===== config.mk =====
export PLATFORM = sky130hd
export DESIGN_NAME = base64_stream_encoder_core
export DESIGN_NICKNAME = d
export VERILOG_FILES = /design/src/rtl/b64enc_pkg.sv /design/src/rtl/b64enc_front.sv /design/src/rtl/b64enc_queue.sv /design/src/rtl/b64enc_back.sv /design/src/rtl/base64_stream_encoder_core.sv
export SDC_FILE = /design/constraint.sdc
export NUM_CORES = 1
export LEC_CHECK = 0
export ABC_AREA = 1
export BUFFER_PORTS_ARGS = -buffer_cell sky130_fd_sc_hd__buf_2
export CORE_MARGIN = 5
export CORE_UTILIZATION = 30
export DETAILED_ROUTE_END_ITERATION = 8
export SLEW_MARGIN = 10
export SYNTH_ARGS = -nofsm -noshare
export SYNTH_HDL_FRONTEND = slang
export SYNTH_SLANG_ARGS = --single-unit

===== constraint.sdc =====
create_clock -name clk_i -period 3.9 [get_ports clk_i]
set_input_delay 0.39 -clock clk_i [delete_from_list [all_inputs] [get_ports clk_i]]
set_output_delay 0.39 -clock clk_i [all_outputs]
set_load 0.005 [all_outputs]

===== src/rtl/b64enc_pkg.sv =====
// Shared types, character constants and the base64 alphabet for the stream encoder.
package b64enc_pkg;

  localparam int unsigned QueueDepth = 2;
  localparam int unsigned QueuePtrW  = $clog2(QueueDepth);
  localparam int unsigned QueueCntW  = $clog2(QueueDepth + 1);

  localparam logic [7:0] CharPlus  = 8'h2b;
  localparam logic [7:0] CharSlash = 8'h2f;
  localparam logic [7:0] CharEq    = 8'h3d;
  localparam logic [7:0] CharPct   = 8'h25;
  localparam logic [7:0] CharTwo   = 8'h32;
  localparam logic [7:0] CharThree = 8'h33;
  localparam logic [7:0] CharB     = 8'h42;
  localparam logic [7:0] CharF     = 8'h46;
  localparam logic [7:0] CharD     = 8'h44;

  // One classified group: four sextets, how many carry data (2 to 4),
  // stream-end flag and the escape mode sampled with the closing byte.
  typedef struct packed {
    logic [3:0][5:0] sext;
    logic [2:0]      used;
    logic            last;
    logic            esc;
  } grp_t;

  typedef struct packed {
    logic full;
    logic empty;
  } q_stat_t;

  function automatic logic [7:0] b64_char(logic [5:0] s);
    logic [7:0] w;
    w = {2'b00, s};
    if (s < 6'd26) begin
      return 8'h41 + w;
    end else if (s < 6'd52) begin
      return 8'h47 + w;
    end else if (s < 6'd62) begin
      return w - 8'd4;
    end else if (s == 6'd62) begin
      return CharPlus;
    end else begin
      return CharSlash;
    end
  endfunction

endpackage


===== src/rtl/b64enc_front.sv =====
// Input side: holds pending bytes and forms one group entry per closed group.
module b64enc_front (
  input  logic                clk_i,
  input  logic                rst_ni,
  input  logic                in_valid_i,
  output logic                in_stall_o,
  input  logic [7:0]          data_byte_i,
  input  logic                final_byte_i,
  input  logic                url_escape_i,
  input  b64enc_pkg::q_stat_t q_stat_i,
  output logic                push_o,
  output b64enc_pkg::grp_t    grp_o
);
  import b64enc_pkg::*;

  logic [15:0] held_q, held_d;
  logic [1:0]  cnt_q, cnt_d;
  logic        accept;
  logic [7:0]  b0, b1, b2;

  assign in_stall_o = q_stat_i.full;
  assign accept     = in_valid_i && !q_stat_i.full;

  always_comb begin
    b0 = held_q[15:8];
    b1 = held_q[7:0];
    b2 = data_byte_i;
    grp_o.used = 3'd4;
    if (cnt_q == 2'd0) begin
      b0 = data_byte_i;
      b1 = 8'h00;
      b2 = 8'h00;
      grp_o.used = 3'd2;
    end else if (cnt_q == 2'd1) begin
      b0 = held_q[7:0];
      b1 = data_byte_i;
      b2 = 8'h00;
      grp_o.used = 3'd3;
    end
    grp_o.sext[0] = b0[7:2];
    grp_o.sext[1] = {b0[1:0], b1[7:4]};
    grp_o.sext[2] = {b1[3:0], b2[7:6]};
    grp_o.sext[3] = b2[5:0];
    grp_o.last    = final_byte_i;
    grp_o.esc     = url_escape_i;
  end

  assign push_o = accept && (cnt_q[1] || final_byte_i);

  always_comb begin
    held_d = held_q;
    cnt_d  = cnt_q;
    if (accept) begin
      if (cnt_q[1] || final_byte_i) begin
        held_d = 16'h0000;
        cnt_d  = 2'd0;
      end else begin
        held_d = {held_q[7:0], data_byte_i};
        cnt_d  = cnt_q + 2'd1;
      end
    end
  end

  always_ff @(posedge clk_i or negedge rst_ni) begin
    if (!rst_ni) begin
      held_q <= 16'h0000;
      cnt_q  <= 2'd0;
    end else begin
      held_q <= held_d;
      cnt_q  <= cnt_d;
    end
  end

endmodule


===== src/rtl/b64enc_queue.sv =====
// Short group queue between the input side and the character emitter.
module b64enc_queue (
  input  logic                clk_i,
  input  logic                rst_ni,
  input  logic                push_i,
  input  b64enc_pkg::grp_t    grp_i,
  input  logic                pop_i,
  output b64enc_pkg::grp_t    head_o,
  output b64enc_pkg::q_stat_t stat_o
);
  import b64enc_pkg::*;

  grp_t                 mem_q [QueueDepth];
  logic [QueuePtrW-1:0] wr_q, rd_q;
  logic [QueueCntW-1:0] cnt_q;

  assign stat_o.full  = (cnt_q == QueueCntW'(QueueDepth));
  assign stat_o.empty = (cnt_q == '0);
  assign head_o       = mem_q[rd_q];

  always_ff @(posedge clk_i) begin
    if (push_i) begin
      mem_q[wr_q] <= grp_i;
    end
  end

  always_ff @(posedge clk_i or negedge rst_ni) begin
    if (!rst_ni) begin
      wr_q  <= '0;
      rd_q  <= '0;
      cnt_q <= '0;
    end else begin
      if (push_i) begin
        wr_q <= (wr_q == QueuePtrW'(QueueDepth - 1)) ? '0 : wr_q + 1'b1;
      end
      if (pop_i) begin
        rd_q <= (rd_q == QueuePtrW'(QueueDepth - 1)) ? '0 : rd_q + 1'b1;
      end
      cnt_q <= cnt_q + QueueCntW'(push_i) - QueueCntW'(pop_i);
    end
  end

  a_no_overflow : assert property (@(posedge clk_i) disable iff (!rst_ni)
    push_i |-> !stat_o.full) else $error("queue push while full");
  a_no_underflow : assert property (@(posedge clk_i) disable iff (!rst_ni)
    pop_i |-> !stat_o.empty) else $error("queue pop while empty");
  a_count : assert property (@(posedge clk_i) disable iff (!rst_ni)
    1'b1 |=> cnt_q == $past(cnt_q) + QueueCntW'($past(push_i)) - QueueCntW'($past(pop_i)))
    else $error("queue count mismatch");

endmodule


===== src/rtl/b64enc_back.sv =====
// Output side: walks the head group one character per cycle unless stalled, with padding and escapes.
module b64enc_back (
  input  logic                clk_i,
  input  logic                rst_ni,
  input  b64enc_pkg::grp_t    head_i,
  input  b64enc_pkg::q_stat_t q_stat_i,
  output logic                pop_o,
  output logic                out_valid_o,
  input  logic                out_stall_i,
  output logic [7:0]          out_char_o,
  output logic                end_of_text_o
);
  import b64enc_pkg::*;

  logic [1:0] k_q, k_d;
  logic [1:0] sub_q, sub_d;
  logic       vld_q, vld_d;
  logic [7:0] char_q, char_d;
  logic       eot_q, eot_d;
  logic       load, is_pad, is_esc, char_done, grp_done;
  logic [7:0] base;

  assign load = !q_stat_i.empty && (!vld_q || !out_stall_i);

  always_comb begin
    is_pad    = ({1'b0, k_q} >= head_i.used);
    base      = is_pad ? CharEq : b64_char(head_i.sext[k_q]);
    is_esc    = head_i.esc && (base inside {CharPlus, CharSlash, CharEq});
    char_done = !is_esc || (sub_q == 2'd2);
    grp_done  = char_done && (k_q == 2'd3);

    char_d = base;
    if (is_esc) begin
      case (sub_q)
        2'd0:    char_d = CharPct;
        2'd1:    char_d = (base == CharEq) ? CharThree : CharTwo;
        default: char_d = (base == CharPlus) ? CharB : ((base == CharSlash) ? CharF : CharD);
      endcase
    end
    eot_d = head_i.last && grp_done;

    k_d   = k_q;
    sub_d = sub_q;
    vld_d = vld_q && out_stall_i;
    if (load) begin
      vld_d = 1'b1;
      if (char_done) begin
        sub_d = 2'd0;
        k_d   = k_q + 2'd1;
      end else begin
        sub_d = sub_q + 2'd1;
      end
    end
  end

  assign pop_o = load && grp_done;

  always_ff @(posedge clk_i or negedge rst_ni) begin
    if (!rst_ni) begin
      k_q   <= 2'd0;
      sub_q <= 2'd0;
      vld_q <= 1'b0;
    end else begin
      k_q   <= k_d;
      sub_q <= sub_d;
      vld_q <= vld_d;
    end
  end

  always_ff @(posedge clk_i) begin
    if (load) begin
      char_q <= char_d;
      eot_q  <= eot_d;
    end
  end

  assign out_valid_o   = vld_q;
  assign out_char_o    = char_q;
  assign end_of_text_o = eot_q;

endmodule


===== src/rtl/base64_stream_encoder_core.sv =====
// Top level of the base64 stream encoder with percent-escape option.
//
// Input channel: one byte per word (data_byte_i, final_byte_i on the last
// byte of a stream), accepted when in_valid_i is high and in_stall_o low.
// Output channel: one ASCII character per word (out_char_o, end_of_text_o on
// the last character of a stream), taken when out_valid_o is high and
// out_stall_i low. url_escape_we_i writes url_escape_i; the escape mode is
// sampled with the byte that closes each group.
// Bytes are accepted one per cycle while the two-entry group queue has room.
// The emitter sends one character per cycle while out_stall_i is low, so a
// group of three bytes becomes four characters, up to twelve with escapes; a
// lone final byte becomes four, up to ten with escapes. A closing byte's
// group is registered in the queue, then its first character in the output
// register. Reset clears pending bytes, the queue and the output valid flag;
// escape is off. A stalled receiver holds the current character; the queue
// then fills and in_stall_o rises.
module base64_stream_encoder_core (
  input  logic       clk_i,
  input  logic       rst_ni,
  input  logic       url_escape_we_i,
  input  logic       url_escape_i,
  input  logic       in_valid_i,
  output logic       in_stall_o,
  input  logic [7:0] data_byte_i,
  input  logic       final_byte_i,
  output logic       out_valid_o,
  input  logic       out_stall_i,
  output logic [7:0] out_char_o,
  output logic       end_of_text_o
);
  import b64enc_pkg::*;

  logic    esc_q;
  logic    push, pop;
  grp_t    grp_in, grp_head;
  q_stat_t q_stat;

  always_ff @(posedge clk_i or negedge rst_ni) begin
    if (!rst_ni) begin
      esc_q <= 1'b0;
    end else if (url_escape_we_i) begin
      esc_q <= url_escape_i;
    end
  end

  b64enc_front u_front (
    .clk_i        (clk_i),
    .rst_ni       (rst_ni),
    .in_valid_i   (in_valid_i),
    .in_stall_o   (in_stall_o),
    .data_byte_i  (data_byte_i),
    .final_byte_i (final_byte_i),
    .url_escape_i (esc_q),
    .q_stat_i     (q_stat),
    .push_o       (push),
    .grp_o        (grp_in)
  );

  b64enc_queue u_queue (
    .clk_i  (clk_i),
    .rst_ni (rst_ni),
    .push_i (push),
    .grp_i  (grp_in),
    .pop_i  (pop),
    .head_o (grp_head),
    .stat_o (q_stat)
  );

  b64enc_back u_back (
    .clk_i         (clk_i),
    .rst_ni        (rst_ni),
    .head_i        (grp_head),
    .q_stat_i      (q_stat),
    .pop_o         (pop),
    .out_valid_o   (out_valid_o),
    .out_stall_i   (out_stall_i),
    .out_char_o    (out_char_o),
    .end_of_text_o (end_of_text_o)
  );

endmodule


Word-level counts from Yosys, hierarchy flattened. Memory sizes are Yosys's and may differ from the RTL's. Index checks and enable logic that the tools add are counted.

Flip-flop bits (word level): 37. RAM bits: 58. Input port bits: 15. Output and inout port bits: 11. Memories: 1.

Memory list: u_queue.mem_q (words 2, width 29, read ports 1, clocked after memory_dff 0, wr ports 1, line b64enc_queue.sv:13) `grp_t mem_q [QueueDepth];`.

Add/subtract/negate cells: 10. Magnitude comparators: 5. Equality and inequality tests: 9. Mux-type cells: 28. Reductions and logical operators: 21.

Operator list (count): $mux 8 (12); $eq 8x6->1 const B (3); $add 7x6->8 const A (2); $mux 16 (1); $pmux 8 s2 (1); $bmux 6 s2 (1); $lt 6x6->1 const B (2); $mux 3 (3); $logic_and 1x1->1 (8); $sub 6x3->7 const B (1); $add 2x1->2 const B (3); $eq 2x2->1 const B (3); $eq 6x6->1 const B (1); $logic_not 2->1 (3); $lt 6x5->1 const B (1); $mux 1 (6); $mux 2 (3); $mux 6 (1); $logic_not 1->1 (5); $eq 2x1->1 const B (2); $ge 2x3->1 (1); $logic_or 1x1->1 (3); $lt 2x3->1 const B (1); $reduce_bool 3->1 (1); other kinds (4) (5).

Depth between registers and ports, before layout. Gate-level depths: netlist of the first run. An unclocked memory read counts as a cell.

Word-level depth: 17. Gate-level depth with buffers: 30. Mapped depth without buffers: 29.

Modules after synthesis. A second synthesis of the first run with hierarchy kept.

Cell total of the unflattened synthesis: 596. Area, all modules: 5273.8 um^2.

By module, submodules not included: b64enc_queue (instances 1, cells each 176, area each 2351.0 um^2); b64enc_back (instances 1, cells each 221, area each 1641.6 um^2); b64enc_front (instances 1, cells each 194, area each 1241.2 um^2); base64_stream_encoder_core (instances 1, cells each 5, area each 40.0 um^2).

Worst setup path before layout of the first run. OpenSTA, ideal clock, no wires.

Path type: register to register. Start: reg u_queue.rd_q. End: reg u_queue.cnt_q[1]. Setup time: 0.129 ns. Arrival: 3.143 ns. Setup slack: 0.628 ns. Stages on the path, launching flop included: 26. Path buffers: 1. Clock period less this slack: 3.272 ns. Cells stage by stage: dfrtp_1 > inv_2 > buf_4 > o21ai_1 > o21ai_1 > nand2_1 > nand2_2 > inv_2 > ha_1 > inv_1 > nand3_4 > nand2_1 > nand2_1 > nand2_1 > nand3_1 > nor3_2 > nand3_1 > nand2_2 > nand3_4 > nand3_1 > inv_1 > ha_1 > inv_1 > ha_1 > xnor2_1 > xor2_1.

Word-level cells in the longest chain between the ends: 17. Elaborated cells between the ends (all ways): 26.

Ends and longest elaborated chain: from (decl) (line b64enc_queue.sv:14) `logic [QueuePtrW-1:0] wr_q, rd_q;`; from (signal assigned) (line b64enc_queue.sv:37) `rd_q <= (rd_q == QueuePtrW'(QueueDepth - 1)) ? '0 : rd_q + 1'b1;`; $mem_v2 2x29 *; parallel branches: the longest is 10 deep, another holds $sub 6x3->7; $logic_and 1x1->1 * (line b64enc_back.sv:28) `is_esc = head_i.esc && (base inside {CharPlus, CharSlash, CharEq});`; $logic_not 1->1 * (line b64enc_back.sv:29) `char_done = !is_esc || (sub_q == 2'd2);`; $logic_or 1x1->1 * (line b64enc_back.sv:29); $logic_and 1x1->1 * (line b64enc_back.sv:30) `grp_done = char_done && (k_q == 2'd3);`; $logic_and 1x1->1 * (line b64enc_back.sv:56) `assign pop_o = load && grp_done;`; via pop (line base64_stream_encoder_core.sv:34) `logic push, pop;`; $sub 2x1->2 * (line b64enc_queue.sv:39) `cnt_q <= cnt_q + QueueCntW'(push_i) - QueueCntW'(pop_i);`; to (signal assigned) (line b64enc_queue.sv:39); to (decl) (line b64enc_queue.sv:15) `logic [QueueCntW-1:0] cnt_q;`.

Mark *: on every way through the listed nets, which the timed path passes. The select of a mux whose other input is x is not followed. A chain may end at the register's enable or synchronous reset.

Worst setup path after layout of the first run. Ends and elaborated chain as after synthesis.

==> flow_summary.json, run 1 <==
{
  "status": "complete, no violations",
  "synthesis.nets": 581,
  "via_per_inst": 4.49,
  "setup_viol": 0,
  "syn2layout_area_growth_pct": 15.7,
  "period_needed_ns": 3.51,
  "cp_max_fo": 13,
  "yosys-top-cells-area": "edfxtp_1 41%, dfrtp_1 14%, nand2_1 10%",
  "h-tree-depth": 3,
  "core_sq_um": 16000,
  "tightest_slew_ns": 1.08,
  "synth.distinct_cells": 34,
  "grt-ovfl-total": 0,
  "grt_util_met2_pct": 17.3,
  "layout-drive-gt1-share_pct": 16.0,
  "synth_flop_cell": "edfxtp_1",
  "die_h_um": 138,
  "port_buffers": 25,
  "max_freq_mhz": 285,
  "synth.yosys.seq_area_share_pct": 55.0,
  "io_pins": 26,
  "synth_compound_area_share_pct": 9.28,
  "drt_iter0_markers": 225,
  "grt_usage_pct": 10.9,
  "globalRouteMet1Util_pct": 14.3,
  "postRouteAntennaNets": 0,
  "place.gp.congestion": 0.814,
  "clockBufferDepth": 2,
  "power.total_mw": 5.43,
  "grt_first_pass_wirelength_um": 17400,
  "synth_mux_area_share_pct": 0.634,
  "drc": 0,
  "cts_buffers": 9,
  "synth_warnings": 0,
  "drv_cap": 0,
  "synth_top_area_share_pct": 40.8,
  "p_leak_nw": 2.57,
  "power_frac_comb_pct": 53.0,
  "antenna_cells": 0,
  "synth_area_per_cell_sq_um": 8.99,
  "final_max_slew_viol_count": 0,
  "critPathCaptureType": "flop",
  "arrival_ns": 3.74,
  "synthAdderAreaFrac_pct": 4.31,
  "required_ns": 4.12,
  "initial_core_util_pct": 30.8,
  "grt-busiest-layer": "met2",
  "drt-total-wl_um": 10100,
  "yosys_register_bits": 95,
  "clock-sinks": 95,
  "fin_skew_ns": 0.00788,
  "n_fill_cell": 1699,
  "cts_tree": "built",
  "clk_latency_ns": 0.34,
  "finalNetCount": 614,
  "synth_xor_area_share_pct": 0.888,
  "mostFrequentLayoutCell": "nand2_1",
  "critPathLaunchType": "flop",
  "final_hold_viol_count": 0,
  "synth-simple-area-share_pct": 21.0,
  "hp-class": "input port to async pin",
  "pwr_density_cell_nw_per_um2": 952,
  "grt_pass1_vias": 3592,
  "slowest_delay_ns": 0.44,
  "grt_max_degree": 36,
  "num_vias": 3603,
  "grtUsageMet3_pct": 2.93,
  "worstSetupPathType": "flop to flop",
  "syn-cell-area_sq_um": 4930,
  "synth_top_area_cell": "edfxtp_1",
  "switching_share_pct": 44.1,
  "dpl.hpwl_um": 7560,
  "ctsRootBufferMaster": "clkbuf_16",
  "clkPwrFrac_pct": 15.8,
  "path_clk_slew_ns": 0.06,
  "synth_cells": 549,
  "cts_hold_buf": 0,
  "cpMostUsedCell": "nand2_1",
  "crit_start": "u_queue.rd_q$_DFFE_PN0P_",
  "drt-wirelength-per-cell_um": 12.6,
  "critPathSlowestCell": "dfrtp_2",
  "synth-edff-count": 67,
  "crit-reg2reg-launch": "u_queue.rd_q$_DFFE_PN0P_",
  "power.switching_mw": 2.40,
  "dr.pass1.iters": 4,
  "peakVddDrop_mv": 0.352,
  "seqPwrFrac_pct": 31.2,
  "timing.final.crit_share_pct": 90.1,
  "fp-row-count": 46,
  "mostFrequentLayoutCells": "135 x nand2_1, 78 x inv_1, 67 x edfxtp_1",
  "die_w_um": 138,
  "final_core_util_pct": 35.7,
  "synth_top_family_by_area": "simple AND/OR/NAND/NOR gates",
  "grt_antenna_before_repair": 0,
  "ys_async_sr_fraction_pct": 29.5,
  "die_area_sq_um": 19100,
  "slew_headroom_pct": 27.8,
  "intPower_mw": 3.04
}
logic make-up (layout without fill, tap and decap cells):
kind of cell               Yosys count  after routing
adders and majority gates           17             17
DFF                                 95             95
muxes                                3              3
and+or+nand+nor                    236            236
buffers and inverters              109            147
xor gates and xnor gates             5              5
AOI/OAI and AO/OA                   84             84
synthesized netlist by cell type (3+ instances only):
cell type    n
edfxtp_1    67
clkbuf_1    10
nand3_1     43
o211ai_1     8
nand2_1    136
nand2_2      9
o21ai_0     32
ha_1        17
xor2_1       4
nor2_1      36
o22ai_1      9
inv_2        9
nand4_1      3
a21oi_1     14
o21ai_1     19
dfrtp_1     28
inv_1       80
buf_4        4
final timing paths:
path                       slack, ns  cells after the start                       endpoint
max reg2reg                     0.39                     29     u_queue.cnt_q[1]$_DFF_PN0_
min                             0.08                      1   u_front.cnt_q[0]$_DFFE_PN0P_
max                             0.39                     29     u_queue.cnt_q[1]$_DFF_PN0_
max in group asynchronous       3.34                      1       u_queue.rd_q$_DFFE_PN0P_
min in group clk_i              0.27                      1  u_queue.mem_q[0][1]$_DFFE_PP_
min reg2reg                     0.48                      0  u_queue.mem_q[1][0]$_DFFE_PP_
cell type report:
class                           instances  area, sq um  share of cell area (%)
Sequential cell                        95         2720                    47.6
Multi-Input combinational cell        345         1840                    32.2
Inverter                               92          353                    6.18
Tap cell                              216          270                    4.74
Clock buffer                           12          246                    4.32
Timing Repair Buffer                   39          238                    4.17
Clock inverter                          4         45.0                   0.789
metrics by stage:
step | setup TNS [ns] | instance area (sq um) | std cells | hold WS [ns] | setup WS (ns)
after CTS | 0 | 5600 | 798 | 0.100 | 0.130
final | 0 | 5710 | 803 | 0.0846 | 0.387
after global placement | 0 | 5310 | 782 | 0.455 | 0.264
after detailed placement | 0 | 5310 | 782 | 0.464 | 0.168
after floorplan | 0 | 4930 | 549 | 0.0944 | 0.628
after global routing | -0.00940 | 5710 | 803 | 0.145 | -0.00940
flip-flops by register name, indices dropped and copies added (netlist names):
name,count
esc_q,1
u_back.end_of_text_o,1
u_back.k_q,2
u_back.out_char_o,8
u_back.out_valid_o,1
u_back.sub_q,2
u_front.cnt_q,2
u_front.held_q,16
u_queue.cnt_q,2
u_queue.mem_q,58
u_queue.rd_q,1
u_queue.wr_q,1
repair_timing:
action / 4_1_cts / 5_1_grt
buffers inserted: 0 / 5
gates resized for setup: 0 / 20
setup endpoints to repair: 0 / 2
per-layer routing:
metal / part of all wire, % / wire [um]
met2: 47 / 4820
met5: 0 / 0
met3: 2.8 / 289
met4: 1.8 / 183
met1: 48 / 4860
power by group through the flow:
stage          clock network [mW]  logic (mW)  registers [mW]
2_1_floorplan                   0        2.09            1.67
3_3_place_gp                    0        2.71            1.70
3_5_place_dp                    0        2.71            1.71
4_1_cts                     0.883        2.72            1.69
5_1_grt                     0.923        3.30            1.73
6_report                    0.858        2.88            1.70
worst max-delay path, delay by kind of cell, from the launching register on:
family          cells  cell delay [ns]
flops               1             0.44
fa+ha+maj           3             0.64
buf+inv             6             0.48
compound gates      2             0.21
simple gates       16             1.37
xor+xnor            2             0.28
No activity file was read; power rests on OpenSTA's default activity.
==> inputs of run 2 (changes only) <==
CELL_PAD_IN_SITES_DETAIL_PLACEMENT = 1   (was default)
CELL_PAD_IN_SITES_GLOBAL_PLACEMENT = 2   (was default)
CORE_MARGIN = 1   (was 5)
CORE_UTILIZATION = 38   (was 30)
PLACE_DENSITY_LB_ADDON = 0.1   (was default)
==> run 2 against run 1 <==
Sequential cell count unchanged. Sequential power is essentially flat. Global-route usage up 8.4 points. Largest cell class unchanged. Largest power group unchanged.
==> flow_summary.json, run 2 (synthesized netlist as in run 1, its figures left out) <==
{
  "dr.pass1.iters": 4,
  "die_area_sq_um": 13400,
  "mostFrequentLayoutCell": "nand2_1",
  "top_register": "u_queue.mem_q",
  "fin_skew_ns": 0.00769,
  "n_fill_cell": 1487,
  "setup_viol": 0,
  "die_w_um": 116,
  "max_freq_mhz": 276,
  "reg2reg_to": "u_queue.cnt_q[1]$_DFF_PN0_",
  "critPathSlowestCell": "dfrtp_2",
  "clock-sinks": 95,
  "post_dp_cell_area_sq_um": 5270,
  "place.gp.congestion": 0.874,
  "r2r_cells": 29,
  "port_buffers": 25,
  "postRouteAntennaNets": 0,
  "setup_ws_ns": 0.271,
  "final_hold_viol_count": 0,
  "grt_antenna_before_repair": 0,
  "critPathCaptureType": "flop",
  "worstSetupPathType": "flop to flop",
  "critPathLaunchType": "flop",
  "crit-reg2reg-launch": "u_queue.rd_q$_DFFE_PN0P_",
  "r2r_setup_slack_ns": 0.27,
  "drc": 0,
  "drt-total-wl_um": 11800,
  "num_vias": 3717,
  "grt-ovfl-total": 0,
  "cp_max_fo": 7,
  "slowest_delay_ns": 0.48,
  "mostFrequentLayoutCells": "135 x nand2_1, 79 x inv_1, 67 x edfxtp_1",
  "die_h_um": 116,
  "via_per_inst": 4.83,
  "dp_slack_ns": -0.0547,
  "p_leak_nw": 2.63,
  "final_max_slew_viol_count": 0,
  "grt_max_degree": 32,
  "clk_latency_ns": 0.35,
  "timing.final.crit_share_pct": 93.0,
  "cts_tree": "built",
  "arrival_ns": 3.87,
  "grt_usage_pct": 19.3,
  "drt_iter0_markers": 170,
  "peakVddDrop_mv": 0.507,
  "clockBufferDepth": 2,
  "io_pins": 26,
  "final_core_util_pct": 45.6,
  "required_ns": 4.14,
  "layout-drive-gt1-share_pct": 18.3,
  "fp-row-count": 41,
  "hp-class": "input port to async pin",
  "cts_hold_buf": 0,
  "grt_first_pass_wirelength_um": 19500,
  "finalNetCount": 624,
  "core_sq_um": 12600,
  "antenna_cells": 0,
  "ctsRootBufferMaster": "clkbuf_16",
  "syn2layout_area_growth_pct": 16.6,
  "path_clk_slew_ns": 0.07,
  "tightest_slew_ns": 1.03,
  "slew_headroom_pct": 31.0,
  "dpl.hpwl_um": 8610,
  "pwr_density_cell_nw_per_um2": 989,
  "cpMostUsedCell": "nand2_1",
  "drv_cap": 0,
  "largest_reg_flops": 58,
  "power.total_mw": 5.69,
  "initial_core_util_pct": 39.1,
  "cts_buffers": 9,
  "period_needed_ns": 3.63,
  "grt_pass1_vias": 3782,
  "status": "complete, no violations",
  "multi_input_area_sq_um": 1840,
  "ff_latch_area_sq_um": 2720,
  "final_area_sq_um": 5750,
  "drt-wirelength-per-cell_um": 15.4,
  "h-tree-depth": 3
}
==> run 2: timing repair <==
action                                 4_1_cts  5_1_grt
setup endpoints to repair                    1        2
pin swaps                                    0        6
resized for setup                            3       17
setup buffers                                1       11
gates cloned                                 0        1
endpoints found under the hold margin        0        0
==> run 2: final cells by class <==
type / count / area share, %
clock buffer: 9 / 3.92
clock inverter: 7 / 1.26
inverter: 92 / 6.18
multi-input combinational: 345 / 32.0
sequential: 95 / 47.2
tap: 172 / 3.74
timing repair buffer: 49 / 5.74
==> run 2: how the worst max path moves through the flow <==
stage,to,cells past startpoint,start,slack (ns)
after global placement,u_queue.cnt_q[1]$_DFF_PN0_,24,u_queue.rd_q$_DFFE_PN0P_,0.13
after global routing,u_queue.cnt_q[1]$_DFF_PN0_,23,u_queue.rd_q$_DFFE_PN0P_,-0.003
final,u_queue.cnt_q[1]$_DFF_PN0_,29,u_queue.rd_q$_DFFE_PN0P_,0.27
after CTS,u_queue.cnt_q[1]$_DFF_PN0_,29,u_queue.rd_q$_DFFE_PN0P_,0.03
after detailed placement,u_queue.cnt_q[1]$_DFF_PN0_,24,u_queue.rd_q$_DFFE_PN0P_,-0.05
after floorplan,u_queue.cnt_q[1]$_DFF_PN0_,25,u_queue.rd_q$_DFFE_PN0P_,0.63
==> run 2: per-stage QoR <==
stage / std cells / hold WS, ns / TNS (ns)
finish: 769 / 0.0840 / 0
global route: 769 / 0.135 / -0.00319
CTS: 757 / 0.101 / 0
detailed placement: 740 / 0.464 / -0.0547
global placement: 740 / 0.458 / 0
floorplan: 549 / 0.0944 / 0
==> run 2: report_power, final <==
part           internal [mW]  switching, mW  leakage [nW]
Combinational           1.08           2.01          1.50
Sequential              1.56          0.149         0.986
Clock                  0.498          0.396         0.142
Total                   3.14           2.55          2.63
==> run 2: metal layers <==
layer | part of all wire (%) | up-vias | global-route usage [%]
met5 | 0 | - | 0
met4 | 1.8 | 0 | 7.95
met3 | 3.1 | 15 | 2.72
met2 | 47 | 51 | 30.7
met1 | 48 | 1770 | 26.6
li1 | - | 1881 | -
==> run 2: worst max-delay path, delay by kind of cell (launching register included) <==
family,cells,cell delay [ns]
buf+inv,6,0.47
xor+xnor,2,0.28
flops,1,0.48
compound gates,2,0.23
simple gates,16,1.38
fa+ha+maj,3,0.65
==> inputs of run 3 (changes only) <==
CELL_PAD_IN_SITES_DETAIL_PLACEMENT = default   (was 1)
CELL_PAD_IN_SITES_GLOBAL_PLACEMENT = default   (was 2)
CORE_UTILIZATION = 55   (was 38)
PLACE_DENSITY = 0.73   (was default)
PLACE_DENSITY_LB_ADDON = default   (was 0.1)
==> run 3 against run 2 <==
Sequential cell count unchanged. Worst hold slack worse by 0.031 ns. Register-to-register slack worse by 0.02 ns. Critical path depth unchanged. Non-clock buffer count down 10. Sequential power down 2%. Final cell count down 9.6%. Setup slack worse by 0.015 ns. Count of clock-buffer cells in the layout up 3. Via count down 0.35%. Sequential share of layout area up 2.3 points.
==> flow_summary.json, run 3 (synthesized netlist as in run 1, its figures left out) <==
{
  "final_hold_viol_count": 0,
  "dpl.hpwl_um": 6800,
  "clk_latency_ns": 0.35,
  "slew_headroom_pct": 33.2,
  "cpMostUsedCell": "nand2_1",
  "fin_skew_ns": 0.0137,
  "fp-row-count": 34,
  "syn2layout_area_growth_pct": 11.1,
  "path_clk_slew_ns": 0.10,
  "clkPwrFrac_pct": 12.9,
  "seqPwrFrac_pct": 32.1,
  "power.switching_mw": 2.36,
  "grt-ovfl-total": 0,
  "tightest_slew_ns": 1.00,
  "drt-wirelength-per-cell_um": 13.7,
  "grt_max_degree": 36,
  "hp-class": "input port to async pin",
  "cts_buffers": 9,
  "timing.hold.ws_ns": 0.0532,
  "ctsRootBufferMaster": "clkbuf_8",
  "switching_share_pct": 45.4,
  "via_per_inst": 5.33,
  "io_pins": 26,
  "initial_core_util_pct": 56.6,
  "grt_first_pass_wirelength_um": 16300,
  "clockBufferDepth": 2,
  "clock-sinks": 95,
  "cts_hold_buf": 0,
  "drt-total-wl_um": 9550,
  "die_h_um": 96.7,
  "drt_iter0_markers": 248,
  "h-tree-depth": 3,
  "status": "complete, no violations",
  "intPower_mw": 2.85,
  "n_fill_cell": 689,
  "finalNetCount": 614,
  "dr.pass1.iters": 6,
  "die_area_sq_um": 9350,
  "slowest_delay_ns": 0.47,
  "die_w_um": 96.7,
  "mostFrequentLayoutCell": "nand2_1",
  "grt_antenna_before_repair": 0,
  "mostFrequentLayoutCells": "135 x nand2_1, 80 x inv_1, 67 x edfxtp_1",
  "cp_max_fo": 19,
  "final_max_slew_viol_count": 0,
  "final_core_util_pct": 62.9,
  "timing.final.crit_share_pct": 93.4,
  "num_vias": 3704,
  "period_needed_ns": 3.64,
  "pwr_density_cell_nw_per_um2": 950,
  "required_ns": 4.14,
  "port_buffers": 25,
  "final_area_sq_um": 5480,
  "top_register": "u_queue.mem_q",
  "grt_pass1_vias": 3546,
  "core_sq_um": 8720,
  "place.gp.congestion": 0.862,
  "grt_usage_pct": 21.6,
  "max_freq_mhz": 274,
  "cts_tree": "built",
  "layout-drive-gt1-share_pct": 15.8,
  "critPathLaunchType": "flop",
  "worstSetupPathType": "flop to flop",
  "post_dp_cell_area_sq_um": 5160,
  "postRouteAntennaNets": 0,
  "antenna_cells": 0,
  "critPathCaptureType": "flop",
  "drv_cap": 0,
  "p_leak_nw": 2.55,
  "setup_viol": 0,
  "largest_reg_flops": 58,
  "drc": 0,
  "critPathSlowestCell": "dfrtp_2",
  "arrival_ns": 3.89,
  "power_frac_comb_pct": 54.9,
  "post_layout_nonfiller_instances": 695,
  "placedCellCount": 672,
  "peakVddDrop_mv": 0.426
}
run 3: changes by cell type in the layout (fill, tap and decap cells not counted), moves of 2 or more:
cell,previous run,this run
buf_4,22,13
clkbuf_16,10,2
clkbuf_8,0,10
clkinvlp_4,2,0
ha_1,15,17
ha_2,2,0
nor2_1,32,34
nor2_2,5,3
run 3: power by group through the flow:
stage | clock (mW) | sequential [mW] | combinational [mW]
2_1_floorplan | 0 | 1.67 | 2.09
3_3_place_gp | 0 | 1.68 | 2.61
3_5_place_dp | 0 | 1.69 | 2.68
4_1_cts | 0.685 | 1.67 | 2.70
5_1_grt | 0.732 | 1.70 | 3.24
6_report | 0.674 | 1.67 | 2.86
run 3: layer usage:
metal | share of wire, % | up-vias | GRT usage, % | routed length, um
li1 | - | 1866 | - | -
met1 | 45 | 1717 | 29.3 | 4340
met2 | 49 | 103 | 34.7 | 4680
met3 | 4.1 | 18 | 4.19 | 387
met4 | 1.5 | 0 | 7.58 | 146
met5 | 0 | - | 0 | 0
run 3: worst max-delay path, delay by kind of cell, from the launching register on:
family / cells / cell delay [ns]
adders and majority gates: 3 / 0.63
AOI/OAI and AO/OA: 2 / 0.25
xor gates and xnor gates: 2 / 0.30
DFF: 1 / 0.47
buffers and inverters: 6 / 0.48
and+or+nand+nor: 16 / 1.40
run 3: final cells by class:
| class | instances | area (sq um) | share of cell area [%] |
|---|---|---|---|
| Tap cell | 108 | 135 | 2.47 |
| Clock buffer | 12 | 188 | 3.42 |
| Timing Repair Buffer | 39 | 238 | 4.34 |
| Multi-Input combinational cell | 345 | 1820 | 33.3 |
| Inverter | 92 | 353 | 6.44 |
| Clock inverter | 4 | 31.3 | 0.571 |
| Sequential cell | 95 | 2710 | 49.5 |
run 3: final timing paths:
path | startpoint | endpoint | slack, ns | depth (start not counted)
max in group asynchronous | rst_ni | u_queue.rd_q$_DFFE_PN0P_ | 3.40 | 1
worst max register to register | u_queue.rd_q$_DFFE_PN0P_ | u_queue.cnt_q[1]$_DFF_PN0_ | 0.26 | 29
min in group clk_i | final_byte_i | u_queue.mem_q[0][1]$_DFFE_PP_ | 0.27 | 1
worst min register to register | esc_q$_DFFE_PN0P_ | u_queue.mem_q[0][0]$_DFFE_PP_ | 0.50 | 0
worst min-delay path | rst_ni | u_back.sub_q[0]$_DFFE_PN0P_ | 0.05 | 1
worst max-delay path | u_queue.rd_q$_DFFE_PN0P_ | u_queue.cnt_q[1]$_DFF_PN0_ | 0.26 | 29
run 3: timing repair:
item	in CTS	in global routing
resized for setup	0	13
buffers inserted	0	7
setup endpoints to repair	0	2
run 3: metrics by stage:
step	TNS [ns]	setup slack (ns)	total power, mW
final	0	0.256	5.21
after floorplan	0	0.628	3.76
after global routing	-0.0620	-0.0620	5.67
after detailed placement	0	0.128	4.37
after global placement	0	0.213	4.30
after CTS	0	0.116	5.05
